--- config.mk ---
export PLATFORM = sky130hd
export DESIGN_NAME = iirb_group
export DESIGN_NICKNAME = d
export VERILOG_FILES = /design/src/rtl/core/iirb_pkg.sv /design/src/rtl/core/iirb_group.sv
export SDC_FILE = /design/constraint.sdc
export NUM_CORES = 1
export LEC_CHECK = 0
export BUFFER_PORTS_ARGS = -buffer_cell sky130_fd_sc_hd__buf_2
export CELL_PAD_IN_SITES_DETAIL_PLACEMENT = 1
export CELL_PAD_IN_SITES_GLOBAL_PLACEMENT = 1
export CORE_AREA = 4 4 203 205
export CTS_BUF_LIST = sky130_fd_sc_hd__clkbuf_4
export DETAILED_ROUTE_END_ITERATION = 12
export DIE_AREA = 0 0 207 209
export GPL_ROUTABILITY_DRIVEN = 0
export GPL_TIMING_DRIVEN = 1
export PLACE_DENSITY_LB_ADDON = 0.1
export SLEW_MARGIN = 20
export SYNTH_ARGS = -nofsm -noshare
export SYNTH_HDL_FRONTEND = slang
export SYNTH_SLANG_ARGS = --single-unit
--- constraint.sdc ---
create_clock -name i_clk -period 1.7 [get_ports i_clk]
set_clock_uncertainty 0.05 [all_clocks]
set_input_delay 0.17 -clock i_clk [delete_from_list [all_inputs] [get_ports i_clk]]
set_output_delay 0.17 -clock i_clk [all_outputs]
set_load 0.1 [all_outputs]
--- src/rtl/core/iirb_pkg.sv ---
// Shared types, codes and constants for the indexed insert/remove buffer.
package iirb_pkg;

    // Default number of byte cells in the buffer.
    localparam int CAPACITY_DEF = 256;

    // Taps collected by one first-level read group.
    localparam int GROUP = 64;

    // Field widths fixed by the command and result formats.
    localparam int KIND_W = 2;
    localparam int POS_W  = 9;
    localparam int BYTE_W = 8;
    localparam int STAT_W = 2;
    localparam int FILL_W = 9;

    // Operation codes.
    typedef enum logic [KIND_W-1:0] {
        KIND_READ   = 2'd0,
        KIND_INSERT = 2'd1,
        KIND_REMOVE = 2'd2
    } t_kind;

    // Result status codes.
    typedef enum logic [STAT_W-1:0] {
        ST_DONE  = 2'd0,
        ST_RANGE = 2'd1,
        ST_FULL  = 2'd2
    } t_status;

    // Controller states.
    typedef enum logic {
        S_IDLE  = 1'b0,
        S_MERGE = 1'b1
    } t_state;

    // One command beat.
    typedef struct packed {
        logic [KIND_W-1:0] kind;
        logic [POS_W-1:0]  position;
        logic [BYTE_W-1:0] byte_in;
    } t_cmd;

    // One result beat.
    typedef struct packed {
        logic [BYTE_W-1:0] byte_out;
        logic [STAT_W-1:0] status;
        logic [FILL_W-1:0] fill;
    } t_result;

    // Control broadcast to every cell of the chain.
    typedef struct packed {
        logic              ins;
        logic              rem;
        logic [POS_W-1:0]  pos;
        logic [BYTE_W-1:0] data;
    } t_cell_ctl;

endpackage

--- src/rtl/core/iirb_group.sv ---
// First-level registered OR stage of the read tree over one group of cells.
module iirb_group #(
    parameter int N = iirb_pkg::GROUP
) (
    input  logic                                i_clk,
    input  logic                                i_en,
    input  logic [N-1:0][iirb_pkg::BYTE_W-1:0]  i_taps,
    output logic [iirb_pkg::BYTE_W-1:0]         o_byte
);

    logic [iirb_pkg::BYTE_W-1:0] r_byte;
    logic [iirb_pkg::BYTE_W-1:0] n_byte;

    // At most one tap in the whole buffer is nonzero, so OR selects it.
    always_comb begin
        n_byte = '0;
        for (int k = 0; k < N; k++) begin
            n_byte = n_byte | i_taps[k];
        end
    end

    always_ff @(posedge i_clk) begin
        if (i_en) begin
            r_byte <= n_byte;
        end
    end

    assign o_byte = r_byte;

endmodule

==> results.yml <==
die:
  die_area_mm2: 0.0433
  die_y_um: 209
  coreArea_mm2: 0.0395
  start_util_pct: 3.42
  io_pins: 522
  rows: 73
  die_x_um: 207
run:
  max_cap_violations: 0
final_layout:
  final_common_cell: "buf_2"
  fillers: 4940
  largest_register_ffs: 8
  fin_nets: 1224
  drive_gt1_share_pct: 76.3
  area_growth_pct: 248
  layout_common_cells: "buf_2 (521), nor4_1 (120), nand4_1 (32)"
logic_synthesis:
  syn-instance-count: 176
  yosysWarnings: 0
  synth_nets: 690
  synth-seq-cells: 8
  synth.avg_cell_area_um2: 7.68
  syn_area_mm2: 0.00135
  synth_area_leaders: "nor4_1 (56%), edfxtp_1 (18%), nand4_1 (15%), nor4_2 (7.4%), or4_1 (4.4%)"
  ys_seq_area_share_pct: 17.8
  post-synth-top-area-cell: "nor4_1"
  yosysTopAreaCellShare_pct: 55.6
  netlist-cell-type-count: 5
hold_path:
  hp-class: "in2reg"
sta:
  maxSlewHeadroom_pct: 65.7
  clock.fmax_ghz: 0.696
  holdWs_ns: 0.170
  setup_tns_ns: 0
  rsz0062_at_grt: "no"
  setup_violations: 0
  slew_viol_final: 0
  hold_viol_final: 0
  tightest_slew_ns: 0.518
  finalCritPeriodShare_pct: 84.5
  period_needed_ns: 1.44
pwr:
  p_total_w: 0.00123
  p_per_area_mw_per_mm2: 262
  vdd_drop_max_mv: 0.111
  combPwrFrac_pct: 63.5
  p_switching_w: 0.000466
  pwr-share-clk_pct: 17.9
  p_leak_nw: 2.26
  seq_power_share_pct: 18.6
  switching_share_pct: 37.8
  internal_power_w: 0.000767
global_route:
  antenna_found_initial: 1
  grt_overflow: 0
  track_usage_pct: 8.71
  grt_pass1_vias: 4687
  grt_max_degree: 9
  grt_pass1_wl_mm: 28.4
clocking:
  cts_tree: "yes"
  numCtsBuffers: 3
  path_clk_slew_ns: 0.11
  cts.sinks: 8
  ctsHtreeMaxLevel: 1
  root_buffer: "clkbuf_4"
  hold_buffers: 0
  clockBufferDepth: 2
  cts_resized: 0
  cts_setup_buffers: 0
critical_path:
  path_delay_family: "simple AND/OR/NAND/NOR gates"
  crit_required_ns: 1.71
  crit_slowest_cell: "or4_1"
  start_kind: "input pin"
  cp-end-kind: "flip-flop"
  cp_max_fo: 1
  cp.depth: 4
  crit_start: "i_taps[115]"
  path_buf_inv: 1
  critPathMaxStageDelay_ns: 0.57
  worstSetupEndpoint: "o_byte[3]$_DFFE_PP_"
  path_class: "in2reg"
  path_cells: "buf_2 -> nor4_1 -> nand4_1 -> or4_1"
  cp.arrival_ns: 1.45
placement:
  hpwl_mm: 19.5
  io_buffers: 521
routing:
  top_layer_used: "met4"
  vias_per_cell: 3.26
  num_vias: 4025
  drc: 0
  first_pass_iters: 4
  avgRoutedWirePerCell_um: 16.6
  wl_met3_mm: 1.99
  wl_met1_mm: 6.46
  wirelength_mm: 20.4
  antenna_left: 0
  met2_length_mm: 11.9
  first_iter_violations: 113
outcome:
  status: "finished clean"
Yosys cell counts:
cell type	number
edfxtp_1	8
nand4_1	32
nor4_1	120
nor4_2	8
or4_1	8
through the flow:
step	instance area [um2]	setup slack (ns)	util (%)	cells
after floorplan	1350	0.364	-	176
after global routing	4700	0.196	11.9	1234
after CTS	4700	0.196	11.9	1233
final	4700	0.264	11.9	1234
after global placement	4680	-0.217	11.8	1230
after detailed placement	4680	-0.165	11.8	1230
routing by layer:
layer  global-route usage, %  up-vias
li1                        -     1938
met4                   0.912        0
met5                       0        -
met3                    3.12        4
met1                    7.92     1790
met2                    18.7      293
how the worst min path moves through the flow:
stage	end	cells past startpoint	from	slack, ns
2_1_floorplan	o_byte[0]$_DFFE_PP_	0	i_en	0.23
3_3_place_gp	o_byte[3]$_DFFE_PP_	4	i_taps[187]	0.51
3_5_place_dp	o_byte[4]$_DFFE_PP_	4	i_taps[212]	0.49
4_1_cts	o_byte[4]$_DFFE_PP_	4	i_taps[212]	0.13
5_1_grt	o_byte[4]$_DFFE_PP_	4	i_taps[140]	0.16
6_report	o_byte[4]$_DFFE_PP_	4	i_taps[212]	0.17
cell type report:
cell class / count / area (um2) / share of cell area (%)
timing repair buffer: 529 / 2670 / 56.7
tap: 525 / 657 / 14.0
multi-input combinational: 168 / 1110 / 23.6
clock buffer: 3 / 22.5 / 0.479
sequential: 8 / 240 / 5.11
antenna: 1 / 2.50 / 0.0532
tightest hold or removal path: cells and delay by family:
kind | cells | cell delay (ns)
and+or+nand+nor | 3 | 0.18
buffers and inverters | 1 | 0.07
logic make-up after synthesis:
family / Yosys count / synth area share [%]
DFF: 8 / 17.8
and+or+nand+nor: 168 / 82.2
power by group through the flow:
stage	Clock, W	Sequential (W)	Combinational, W
5_1_grt	0.000271	0.000231	0.000858
6_report	0.000221	0.000230	0.000783
3_5_place_dp	0	0.000236	0.000796
4_1_cts	0.000272	0.000231	0.000799
3_3_place_gp	0	0.000236	0.000795
2_1_floorplan	0	0.000308	0.0000575
No activity file was read; power rests on OpenSTA's default activity.
