**config.mk**
```make
export PLATFORM = sky130hd
export DESIGN_NAME = iirb_cell
export DESIGN_NICKNAME = d
export VERILOG_FILES = /design/src/rtl/core/iirb_pkg.sv /design/src/rtl/core/iirb_cell.sv
export SDC_FILE = /design/constraint.sdc
export NUM_CORES = 1
export LEC_CHECK = 0
export BUFFER_PORTS_ARGS = -buffer_cell sky130_fd_sc_hd__buf_2
export CAP_MARGIN = 20
export CELL_PAD_IN_SITES_DETAIL_PLACEMENT = 0
export CELL_PAD_IN_SITES_GLOBAL_PLACEMENT = 2
export CORE_UTILIZATION = 18
export CTS_CLUSTER_SIZE = 30
export DETAILED_ROUTE_END_ITERATION = 8
export GPL_TIMING_DRIVEN = 0
export PLACE_DENSITY = 0.84
export SYNTH_ARGS = -nofsm -noshare
export SYNTH_HDL_FRONTEND = slang
export SYNTH_SLANG_ARGS = --single-unit
```
**constraint.sdc**
```tcl
create_clock -name i_clk -period 3.3 [get_ports i_clk]
set_clock_uncertainty 0.1 [all_clocks]
set_input_delay 0.495 -clock i_clk [delete_from_list [all_inputs] [get_ports i_clk]]
set_output_delay 0.495 -clock i_clk [all_outputs]
set_load 0.005 [all_outputs]
```
**src/rtl/core/iirb_pkg.sv**
```systemverilog
// Shared types, codes and constants for the indexed insert/remove buffer.
package iirb_pkg;

    // Default number of byte cells in the buffer.
    localparam int CAPACITY_DEF = 256;

    // Taps collected by one first-level read group.
    localparam int GROUP = 64;

    // Field widths fixed by the command and result formats.
    localparam int KIND_W = 2;
    localparam int POS_W  = 9;
    localparam int BYTE_W = 8;
    localparam int STAT_W = 2;
    localparam int FILL_W = 9;

    // Operation codes.
    typedef enum logic [KIND_W-1:0] {
        KIND_READ   = 2'd0,
        KIND_INSERT = 2'd1,
        KIND_REMOVE = 2'd2
    } t_kind;

    // Result status codes.
    typedef enum logic [STAT_W-1:0] {
        ST_DONE  = 2'd0,
        ST_RANGE = 2'd1,
        ST_FULL  = 2'd2
    } t_status;

    // Controller states.
    typedef enum logic {
        S_IDLE  = 1'b0,
        S_MERGE = 1'b1
    } t_state;

    // One command beat.
    typedef struct packed {
        logic [KIND_W-1:0] kind;
        logic [POS_W-1:0]  position;
        logic [BYTE_W-1:0] byte_in;
    } t_cmd;

    // One result beat.
    typedef struct packed {
        logic [BYTE_W-1:0] byte_out;
        logic [STAT_W-1:0] status;
        logic [FILL_W-1:0] fill;
    } t_result;

    // Control broadcast to every cell of the chain.
    typedef struct packed {
        logic              ins;
        logic              rem;
        logic [POS_W-1:0]  pos;
        logic [BYTE_W-1:0] data;
    } t_cell_ctl;

endpackage

```
**src/rtl/core/iirb_cell.sv**
```systemverilog
// One byte cell of the shifting chain.
module iirb_cell #(
    parameter int INDEX = 0
) (
    input  logic                          i_clk,
    input  iirb_pkg::t_cell_ctl           i_ctl,
    input  logic [iirb_pkg::BYTE_W-1:0]   i_left,
    input  logic [iirb_pkg::BYTE_W-1:0]   i_right,
    output logic [iirb_pkg::BYTE_W-1:0]   o_data,
    output logic [iirb_pkg::BYTE_W-1:0]   o_tap
);

    // A cell past the reach of the position field never matches it.
    localparam bit BEYOND = (INDEX >> iirb_pkg::POS_W) != 0;
    localparam logic [iirb_pkg::POS_W-1:0] IDX = iirb_pkg::POS_W'(INDEX);

    logic [iirb_pkg::BYTE_W-1:0] r_data;
    logic [iirb_pkg::BYTE_W-1:0] n_data;
    logic                        w_at;
    logic                        w_above;

    // Where this cell sits relative to the addressed position.
    assign w_at    = !BEYOND && (IDX == i_ctl.pos);
    assign w_above = BEYOND || (IDX > i_ctl.pos);

    // Insert moves later bytes up; remove pulls the addressed and later bytes down.
    always_comb begin
        n_data = r_data;
        if (i_ctl.ins) begin
            if (w_above) begin
                n_data = i_left;
            end else if (w_at) begin
                n_data = i_ctl.data;
            end
        end else if (i_ctl.rem) begin
            if (w_at || w_above) begin
                n_data = i_right;
            end
        end
    end

    always_ff @(posedge i_clk) begin
        r_data <= n_data;
    end

    // Only the addressed cell drives its byte onto the read tree.
    assign o_data = r_data;
    assign o_tap  = w_at ? r_data : '0;

endmodule

```
==> impl_metrics.sql, run 1 <==
INSERT INTO impl_metrics (metric_group, metric, value, unit) VALUES
('outcome', 'run_status', 'complete, no violations', ''),
('clock_network', 'post_cts_hold_buffer_count', '0', ''),
('route', 'drt_first_iter_violations', '4', ''),
('place', 'placedInstanceArea', '710.7', 'sq um'),
('timing', 'finalSetupViolCount', '0', ''),
('final_layout', 'finish.instance_area', '738.2', 'sq um'),
('route', 'ant_nets', '0', ''),
('synth', 'post-synth-top-area-fraction', '51.89', '%'),
('critical_path', 'crit_type', 'input pin to output port', ''),
('synth', 'synth_flop_cell', 'sky130_fd_sc_hd__edfxtp_1', ''),
('route', 'drc_errors', '0', ''),
('clock_network', 'number_of_buffers_created_by_cts', '3', ''),
('clock_network', 'worst_setup_hold_path_clk_slew', '0.05', 'ns'),
('synth', 'number_of_synthesized_register_bits', '8', ''),
('worst_hold_path', 'min_path_type', 'input pin to flop', ''),
('synth', 'yosysUniqueCellTypes', '9', ''),
('timing', 'setup_repair_after_global_routing_missed_its_margin', 'false', ''),
('place', 'place_congestion', '0.6365', ''),
('synth', 'ys_seq_area_share', '51.89', '%'),
('final_layout', 'layout.filler_cells', '258', ''),
('final_layout', 'multi_input_comb_area', '217.7', 'sq um'),
('clock_network', 'cts_tree', 'built', ''),
('critical_path', 'timing.critical_path.required', '2.70', 'ns'),
('critical_path', 'critical-path-slowest-cell', 'sky130_fd_sc_hd__and4bb_2', ''),
('critical_path', 'cp-end-kind', 'output port', ''),
('final_layout', 'stdcell_count', '107', ''),
('clock_network', 'clock_tree.buffer_depth', '2', ''),
('final_layout', 'num-nets-final', '115', ''),
('timing', 'maxClockFrequency', '474.4', 'MHz'),
('timing', 'hold_viol', '0', ''),
('grt', 'pin_count_of_the_biggest_net_entering_global_routing', '10', ''),
('synth', 'syn_inst', '31', ''),
('final_layout', 'seq_area', '240.2', 'sq um'),
('timing', 'slew_headroom', '67.09', '%'),
('final_layout', 'antennaDiodeCount', '0', ''),
('route', 'detail_route.wl_per_cell', '10.11', 'um'),
('run', 'maxCapViolations', '0', ''),
('critical_path', 'crit_fanout', '9', ''),
('die', 'chipHeight', '52.72', 'um'),
('timing', 'worstMarginPinSlew', '0.4899', 'ns'),
('grt', 'first_global_vias', '381', ''),
('critical_path', 'worst_path_largest_cell_delay', '0.34', 'ns'),
('critical_path', 'worstPathArrival', '1.51', 'ns'),
('clock_network', 'cts.htree.levels', '1', ''),
('clock_network', 'clock-sinks', '8', ''),
('final_layout', 'area_growth', '59.46', '%'),
('critical_path', 'critical_path.n_buffers_inverters', '2', ''),
('final_layout', 'layout-drive-gt1-share', '81.82', '%'),
('synth', 'synthesis.area_per_instance', '14.93', 'sq um'),
('synth', 'ys_top_cells_by_area', 'sky130_fd_sc_hd__edfxtp_1 52%, sky130_fd_sc_hd__and4bb_2 22%, sky130_fd_sc_hd__mux2_2 19%', ''),
('timing', 'layout_min_cycle_time', '2.108', 'ns'),
('route', 'vias_per_std_cell', '4.000', ''),
('synth', 'synth.largest_area_cell', 'sky130_fd_sc_hd__edfxtp_1', ''),
('grt', 'global_route.overflow_total', '0', ''),
('grt', 'grt_pass1_wl', '1573', 'um'),
('die', 'initial_utilization', '18.86', '%'),
('place', 'placed_cells_incl_taps', '103', ''),
('grt', 'antenna_violations_before_repair', '0', ''),
('route', 'postRouteWirelength', '1082', 'um'),
('timing', 'report.final.slew_viol_count', '0', ''),
('timing', 'setup_tns_final', '0', 'ns'),
('critical_path', 'timing.critical_path.cells', 'buf_2 -> nor4_1 -> nand2_1 -> and4bb_2 -> buf_2', ''),
('synth', 'net_count_synth', '67', ''),
('clock_network', 'postCtsResizedCells', '0', ''),
('synth', 'syn_area', '462.9', 'sq um'),
('synth', 'synth.cells.most_frequent', '8 x sky130_fd_sc_hd__and4bb_2, 8 x sky130_fd_sc_hd__edfxtp_1, 8 x sky130_fd_sc_hd__mux2_2', ''),
('die', 'std_cell_rows', '18', ''),
('timing', 'layout_worst_path_cycle_share', '63.88', '%'),
('clock_network', 'clock_tree.root_cell', 'sky130_fd_sc_hd__clkbuf_4', ''),
('grt', 'gr-usage-all-layers', '8.419', '%'),
('route', 'first_pass_iters', '3', '');
## placed cells by master (no fill, tap or decap)
cell type                  instances
sky130_fd_sc_hd__mux2_2            8
sky130_fd_sc_hd__and4bb_2          8
sky130_fd_sc_hd__nand2_1           1
sky130_fd_sc_hd__nor2_1            2
sky130_fd_sc_hd__o21ai_0           1
sky130_fd_sc_hd__edfxtp_1          8
sky130_fd_sc_hd__nor4_1            1
sky130_fd_sc_hd__nor3_1            1
sky130_fd_sc_hd__clkbuf_2          1
sky130_fd_sc_hd__clkbuf_4          3
sky130_fd_sc_hd__buf_2            43
## final timing paths
kind,slack (ns),start,cells after the start,endpoint
max,1.19,i_ctl[10],5,o_tap[1]
min,0.45,i_right[1],2,o_data[1]
## metal layers
| layer | up-vias | routed length, um | GRT usage, % |
|---|---|---|---|
| li1 | 220 | - | - |
| met1 | 190 | 427 | 8.362 |
| met5 | - | 0 | 0 |
| met3 | 0 | 66 | 0.8696 |
| met2 | 18 | 588 | 14.56 |
| met4 | 0 | 0 | 8.772 |
## cells by family (layout without fill, tap and decap cells)
kind of cell | after synthesis | after routing | synth area share [%]
flip-flops | 8 | 8 | 51.89
buffers and inverters | 1 | 47 | 1.080
AO/OA/AOI/OAI | 1 | 1 | 1.080
AND/OR/NAND/NOR | 13 | 13 | 26.49
multiplexers | 8 | 8 | 19.46
## through the flow
step / hold slack (ns) / setup WS [ns] / util [%] / power (mW)
2_1_floorplan: 0.6149 / 1.258 / - / 0.1280
3_3_place_gp: 0.7028 / 0.8603 / 28.95 / 0.1454
3_5_place_dp: 0.7021 / 0.8278 / 28.95 / 0.1461
4_1_cts: 0.4380 / 1.080 / 29.87 / 0.2206
5_1_grt: 0.4347 / 1.061 / 30.07 / 0.2282
6_report: 0.4502 / 1.192 / 30.07 / 0.2143
## final cells by class
cell class / count / area share, %
multi-input combinational: 22 / 29.49
sequential: 8 / 32.54
timing repair buffer: 43 / 29.15
tap: 30 / 5.085
clock buffer: 3 / 3.051
buffer: 1 / 0.6780
## report_power, final
group          internal [mW]  switching, mW  total, mW
Sequential             0.113      0.0000655      0.113
Combinational         0.0199         0.0107     0.0306
Clock                 0.0413         0.0293     0.0707
Note: power is estimated with default switching activity, not from simulation.
==> run 2: changes to the inputs <==
- CORE_UTILIZATION: 18 -> 15
- PLACE_DENSITY: 0.84 -> 0.75
- clock period: 3.3 -> 1.7 ns (I/O delays scaled with it)
==> run 2 against run 1 <==
- the flow now finishes with violations (design-rule violations)
- critical path type unchanged
- worst setup slack worse by 1.1 ns
- worst hold slack lost 0.24 ns
- die area grew 19%
- non-clock buffer count is 1 lower
- critical path depth stayed put
- sequential share of layout area down 1.4 points
- combinational power grew 120%
- via count increased by 7.0%
- final cell count up 0.93%
==> impl_metrics.sql, run 2 (synthesis gave the netlist of run 1 again) <==
INSERT INTO impl_metrics (metric_group, metric, value, unit) VALUES
('die', 'initial_utilization', '16.36', '%'),
('route', 'highest_layer', 'met4', ''),
('clock_network', 'cts_tree', 'built', ''),
('route', 'drt_first_iter_violations', '11', ''),
('clock_network', 'cts.htree.levels', '1', ''),
('worst_hold_path', 'timing.hold.worst_endpoint', 'o_data[6]', ''),
('timing', 'maxClockFrequency', '621.0', 'MHz'),
('timing', 'layout_min_cycle_time', '1.610', 'ns'),
('grt', 'grt_pass1_wl', '2035', 'um'),
('outcome', 'violated_checks', 'design-rule violations', ''),
('final_layout', 'leading_cell_type_in_the_layout_fill_and_taps_excluded', 'sky130_fd_sc_hd__buf_2', ''),
('route', 'met1_length', '505', 'um'),
('route', 'first_pass_iters', '5', ''),
('critical_path', 'critical_path.n_buffers_inverters', '2', ''),
('die', 'die_area', '3313', 'sq um'),
('critical_path', 'timing.critical_path.cells', 'buf_2 -> nor4_4 -> nand2_2 -> and4bb_2 -> buf_2', ''),
('route', 'ant_nets', '0', ''),
('clock_network', 'post_cts_hold_buffer_count', '0', ''),
('final_layout', 'largest_register_ffs', '8', ''),
('final_layout', 'mostFrequentLayoutCells', '43 x sky130_fd_sc_hd__buf_2, 8 x sky130_fd_sc_hd__mux2_2, 8 x sky130_fd_sc_hd__and4bb_2, 8 x sky130_fd_sc_hd__edfxtp_1, 3 x sky130_fd_sc_hd__clkbuf_4', ''),
('timing', 'layout_worst_path_cycle_share', '94.72', '%'),
('worst_hold_path', 'timing.hold.worst_path_depth', '2', ''),
('clock_network', 'clock_tree.buffer_depth', '2', ''),
('route', 'wl_met3', '100', 'um'),
('grt', 'pin_count_of_the_biggest_net_entering_global_routing', '10', ''),
('pwr', 'power-per-cell-area', '556.2', 'nW/um^2'),
('place', 'place_hpwl', '1024', 'um'),
('critical_path', 'worstPathArrival', '1.26', 'ns'),
('grt', 'gr-usage-all-layers', '8.716', '%'),
('worst_hold_path', 'hp-start', 'i_right[6]', ''),
('clock_network', 'clock_tree.root_cell', 'sky130_fd_sc_hd__clkbuf_4', ''),
('die', 'io_pins', '52', ''),
('die', 'dieWidth', '57.56', 'um'),
('critical_path', 'cp-end-kind', 'output port', ''),
('grt', 'global_route.overflow_total', '0', ''),
('pwr', 'peak_supply_drop', '0.1586', 'mV'),
('critical_path', 'worst_path_largest_cell_delay', '0.33', 'ns'),
('outcome', 'run_status', 'complete, but fails checks', ''),
('route', 'vias_per_std_cell', '4.241', ''),
('worst_hold_path', 'min_path_type', 'input pin to flop', ''),
('critical_path', 'cpMostUsedCell', 'sky130_fd_sc_hd__buf_2', ''),
('final_layout', 'layout-drive-gt1-share', '87.01', '%'),
('critical_path', 'cp-startpoint', 'i_ctl[10]', ''),
('route', 'vias', '458', ''),
('timing', 'slew_headroom', '73.40', '%'),
('die', 'std_cell_rows', '19', ''),
('route', 'detail_route.wl_per_cell', '12.46', 'um'),
('timing', 'hold_slack', '0.2059', 'ns'),
('timing', 'worstMarginPinSlew', '0.3977', 'ns'),
('grt', 'first_global_vias', '474', ''),
('route', 'met2WireLength', '713', 'um'),
('die', 'chipHeight', '57.56', 'um'),
('timing', 'setup_repair_after_global_routing_missed_its_margin', 'false', ''),
('grt', 'antenna_violations_before_repair', '0', ''),
('run', 'maxCapViolations', '0', ''),
('clock_network', 'clock-sinks', '8', ''),
('clock_network', 'worst_setup_hold_path_clk_slew', '0.05', 'ns'),
('place', 'place_congestion', '0.6966', ''),
('pwr', 'leakagePower', '0.3485', 'nW'),
('route', 'drc_errors', '5', ''),
('timing', 'finalSetupViolCount', '0', ''),
('place', 'portBuffers', '42', ''),
('critical_path', 'crit_type', 'input pin to output port', ''),
('die', 'core_region_area', '2829', 'sq um'),
('critical_path', 'crit_fanout', '5', ''),
('final_layout', 'area_growth', '66.76', '%'),
('route', 'postRouteWirelength', '1346', 'um'),
('critical_path', 'timing.critical_path.required', '1.34', 'ns'),
('critical_path', 'critical-path-slowest-cell', 'sky130_fd_sc_hd__nor4_4', ''),
('final_layout', 'num-nets-final', '115', ''),
('clock_network', 'number_of_buffers_created_by_cts', '3', ''),
('final_layout', 'antennaDiodeCount', '0', ''),
('critical_path', 'critPathTopFamily', 'simple AND/OR/NAND/NOR gates', ''),
('timing', 'hold_viol', '0', ''),
('timing', 'setup_tns_final', '0', 'ns'),
('timing', 'report.final.slew_viol_count', '0', ''),
('critical_path', 'timing.critical_path.from_type', 'input pin', ''),
('final_layout', 'layout.filler_cells', '307', '');
## run 2: cell types whose count changed in the layout (fill, tap and decap cells not counted)
cell and change:
sky130_fd_sc_hd__nor3_4 +1, sky130_fd_sc_hd__nand2_1 -1, sky130_fd_sc_hd__nor4_4 +1, sky130_fd_sc_hd__nor4_1 -1, sky130_fd_sc_hd__nor2_2 +1, sky130_fd_sc_hd__nor3_1 -1
sky130_fd_sc_hd__nor2_1 -1, sky130_fd_sc_hd__clkbuf_2 -1, sky130_fd_sc_hd__nand2_2 +2
## run 2: area by class of cell
class | instances | area, sq um | share of cell area (%)
multi-input cells | 23 | 255.2 | 33.06
well taps | 31 | 38.79 | 5.024
flip-flops and latches | 8 | 240.2 | 31.12
plain buffers | 1 | 5.005 | 0.6483
clock buffers | 3 | 22.52 | 2.917
repair buffers | 42 | 210.2 | 27.23
## run 2: through the flow
stage | total power, mW | utilization [%] | instances | instance area (sq um) | setup slack, ns
CTS | 0.4351 | 26.49 | 108 | 749.5 | 0.005393
global placement | 0.2839 | 25.34 | 104 | 716.9 | -0.2533
global route | 0.4498 | 27.29 | 108 | 772.0 | 0.004295
finish | 0.4294 | 27.29 | 108 | 772.0 | 0.08974
floorplan | 0.2488 | - | 31 | 467.9 | 0.1349
detailed placement | 0.2858 | 25.34 | 104 | 716.9 | -0.2683
## run 2: what timing repair did
item,in CTS,in global routing
endpoints found under the setup margin,2,13
buffers inserted,0,0
gates resized for setup,1,5
cloned,1,0
pin swaps,1,0
## run 2: worst max path at each step
stage / end / slack [ns] / cells after the start
floorplan: o_data[0] / 0.13 / 3
global placement: o_data[5] / -0.25 / 4
finish: o_tap[2] / 0.09 / 5
global route: o_tap[2] / 0.004 / 5
CTS: o_data[6] / 0.005 / 4
detailed placement: o_data[6] / -0.27 / 4
## run 2: power breakdown
part	total [mW]	internal, mW	leakage, nW	switching [mW]
combinational	0.0684	0.0402	0.263	0.0281
clock	0.142	0.0806	0.0138	0.0613
sequential	0.219	0.219	0.0719	0.000115
total	0.429	0.340	0.348	0.0895
## run 2: routing by layer
layer  up-vias  track usage [%]
li1        223                -
met1       207            9.053
met2        26            15.12
met3         2           0.9070
met4         0            8.362
met5         -                0
==> run 3: changes to the inputs <==
- BUFFER_PORTS_ARGS: -buffer_cell sky130_fd_sc_hd__buf_2 -> -buffer_cell sky130_fd_sc_hd__buf_4
- SLEW_MARGIN: unset -> 20
==> run 3 against run 2 <==
- the flow still finishes with violations (design-rule violations)
- total power grew 2.9%
- clock power hardly changed
- sequential power is essentially flat
- first-iteration DRC count fell by 18%
- die area is the same
- critical path depth grew 1
- clock-buffer cell count unchanged
- final cell count stayed put
- flip-flop and latch count unchanged
==> impl_metrics.sql, run 3 (synthesis gave the netlist of run 1 again) <==
INSERT INTO impl_metrics (metric_group, metric, value, unit) VALUES
('timing', 'finalSetupViolCount', '0', ''),
('clock_network', 'worst_setup_hold_path_clk_slew', '0.05', 'ns'),
('die', 'core_region_area', '2829', 'sq um'),
('die', 'std_cell_rows', '19', ''),
('die', 'dieWidth', '57.56', 'um'),
('grt', 'pin_count_of_the_biggest_net_entering_global_routing', '10', ''),
('route', 'vias_per_std_cell', '4.278', ''),
('grt', 'antenna_violations_before_repair', '0', ''),
('worst_hold_path', 'timing.hold.worst_endpoint', 'o_data[6]', ''),
('final_layout', 'fin_util', '30.43', '%'),
('timing', 'setup_repair_after_global_routing_missed_its_margin', 'false', ''),
('place', 'portBuffers', '42', ''),
('pwr', 'power_frac_clock', '32.2', '%'),
('route', 'vias', '462', ''),
('timing', 'layout_min_cycle_time', '1.631', 'ns'),
('final_layout', 'mostFrequentLayoutCells', '43 x sky130_fd_sc_hd__buf_4, 8 x sky130_fd_sc_hd__mux2_2, 8 x sky130_fd_sc_hd__and4bb_2, 8 x sky130_fd_sc_hd__edfxtp_1, 3 x sky130_fd_sc_hd__clkbuf_4', ''),
('timing', 'report.final.slew_viol_count', '0', ''),
('route', 'wl_met3', '121', 'um'),
('place', 'placedInstanceArea', '822.0', 'sq um'),
('route', 'met1_length', '586', 'um'),
('timing', 'hold_slack', '0.2078', 'ns'),
('final_layout', 'finish.instance_area', '860.8', 'sq um'),
('worst_hold_path', 'min_path_type', 'input pin to flop', ''),
('critical_path', 'timing.critical_path.from_type', 'input pin', ''),
('timing', 'slew_headroom', '73.20', '%'),
('route', 'drc_errors', '5', ''),
('route', 'drt_first_iter_violations', '9', ''),
('pwr', 'peak_supply_drop', '0.1675', 'mV'),
('critical_path', 'cp-startpoint', 'i_ctl[10]', ''),
('outcome', 'violated_checks', 'design-rule violations', ''),
('route', 'ant_nets', '0', ''),
('clock_network', 'clock_tree.buffer_depth', '2', ''),
('clock_network', 'clock-sinks', '8', ''),
('final_layout', 'stdcell_count', '108', ''),
('run', 'maxCapViolations', '0', ''),
('clock_network', 'cts_tree', 'built', ''),
('final_layout', 'leading_cell_type_in_the_layout_fill_and_taps_excluded', 'sky130_fd_sc_hd__buf_4', ''),
('final_layout', 'antennaDiodeCount', '0', ''),
('critical_path', 'crit_type', 'input pin to output port', ''),
('critical_path', 'worstPathArrival', '1.28', 'ns'),
('grt', 'grt_pass1_wl', '2007', 'um'),
('pwr', 'leakagePower', '0.3771', 'nW'),
('final_layout', 'largest_register_ffs', '8', ''),
('worst_hold_path', 'hp-start', 'i_right[6]', ''),
('place', 'place_congestion', '0.6758', ''),
('final_layout', 'num-nets-final', '115', ''),
('pwr', 'share_comb_of_total_power', '18.2', '%'),
('clock_network', 'number_of_buffers_created_by_cts', '3', ''),
('route', 'first_pass_iters', '6', ''),
('worst_hold_path', 'timing.hold.worst_path_depth', '2', ''),
('pwr', 'net-switching-power', '0.08626', 'mW'),
('route', 'postRouteWirelength', '1401', 'um'),
('die', 'io_pins', '52', ''),
('clock_network', 'post_cts_hold_buffer_count', '0', ''),
('critical_path', 'cp-end-kind', 'output port', ''),
('route', 'highest_layer', 'met4', ''),
('pwr', 'power.switching_fraction', '19.52', '%'),
('die', 'chipHeight', '57.56', 'um'),
('pwr', 'intPower', '0.3557', 'mW'),
('timing', 'maxClockFrequency', '613.1', 'MHz'),
('outcome', 'run_status', 'complete, but fails checks', ''),
('clock_network', 'cts.htree.levels', '1', ''),
('timing', 'layout_worst_path_cycle_share', '95.95', '%'),
('final_layout', 'area_growth', '85.95', '%'),
('timing', 'hold_viol', '0', ''),
('final_layout', 'layout-drive-gt1-share', '84.42', '%'),
('pwr', 'power-per-cell-area', '513.4', 'nW/um^2'),
('place', 'placed_cells_incl_taps', '104', ''),
('grt', 'global_route.overflow_total', '0', ''),
('die', 'initial_utilization', '16.36', '%'),
('pwr', 'seq_power_share', '49.6', '%'),
('timing', 'setup_tns_final', '0', 'ns'),
('clock_network', 'clock_tree.root_cell', 'sky130_fd_sc_hd__clkbuf_4', ''),
('timing', 'worstMarginPinSlew', '0.4007', 'ns'),
('grt', 'first_global_vias', '465', ''),
('critical_path', 'crit_fanout', '9', ''),
('route', 'met2WireLength', '666', 'um'),
('route', 'detail_route.wl_per_cell', '12.97', 'um'),
('grt', 'gr-usage-all-layers', '8.617', '%'),
('die', 'die_area', '3313', 'sq um'),
('critical_path', 'timing.critical_path.required', '1.34', 'ns');
-- run 3: layer usage --
metal	up-vias	track usage, %
met4	0	8.362
met3	2	0.9070
met5	-	0
met1	211	9.040
li1	223	-
met2	26	14.78
-- run 3: timing repair --
action,4_1_cts,5_1_grt
resized for setup,1,1
endpoints found under the hold margin,0,0
buffers inserted,1,0
setup endpoints to repair,9,8
pin swaps,1,0
-- run 3: power groups by stage --
| stage | logic (mW) | registers (mW) | clock network (mW) |
|---|---|---|---|
| after global routing | 0.0868 | 0.219 | 0.153 |
| after floorplan | 0.0256 | 0.223 | 0 |
| final | 0.0804 | 0.219 | 0.142 |
| after CTS | 0.0810 | 0.219 | 0.150 |
| after global placement | 0.0776 | 0.223 | 0 |
| after detailed placement | 0.0792 | 0.223 | 0 |
-- run 3: area by class of cell --
class / count / area [sq um]
plain buffers: 1 / 5.005
multi-input cells: 22 / 231.5
fillers: 306 / 1968
repair buffers: 43 / 322.8
well taps: 31 / 38.79
flip-flops and latches: 8 / 240.2
clock buffers: 3 / 22.52
-- run 3: worst max-delay path by stage --
| stage | endpoint | cells past startpoint |
|---|---|---|
| 2_1_floorplan | o_data[0] | 3 |
| 3_3_place_gp | o_data[5] | 4 |
| 3_5_place_dp | o_data[6] | 4 |
| 4_1_cts | o_tap[2] | 6 |
| 5_1_grt | o_tap[2] | 6 |
| 6_report | o_tap[2] | 6 |
-- run 3: worst max-delay path, stage by stage --
cell	delay, ns
sky130_fd_sc_hd__buf_4	0.11
sky130_fd_sc_hd__nor4_1	0.26
sky130_fd_sc_hd__nand2_1	0.07
sky130_fd_sc_hd__buf_4	0.17
sky130_fd_sc_hd__and4bb_2	0.30
sky130_fd_sc_hd__buf_4	0.11
-- run 3: metrics by stage --
step                power (mW)  worst slack, ns
finish                  0.4419          0.06890
global route            0.4587          0.01122
CTS                     0.4500          0.06500
detailed placement      0.3024          -0.2763
global placement        0.3008          -0.2771
floorplan               0.2488           0.1349
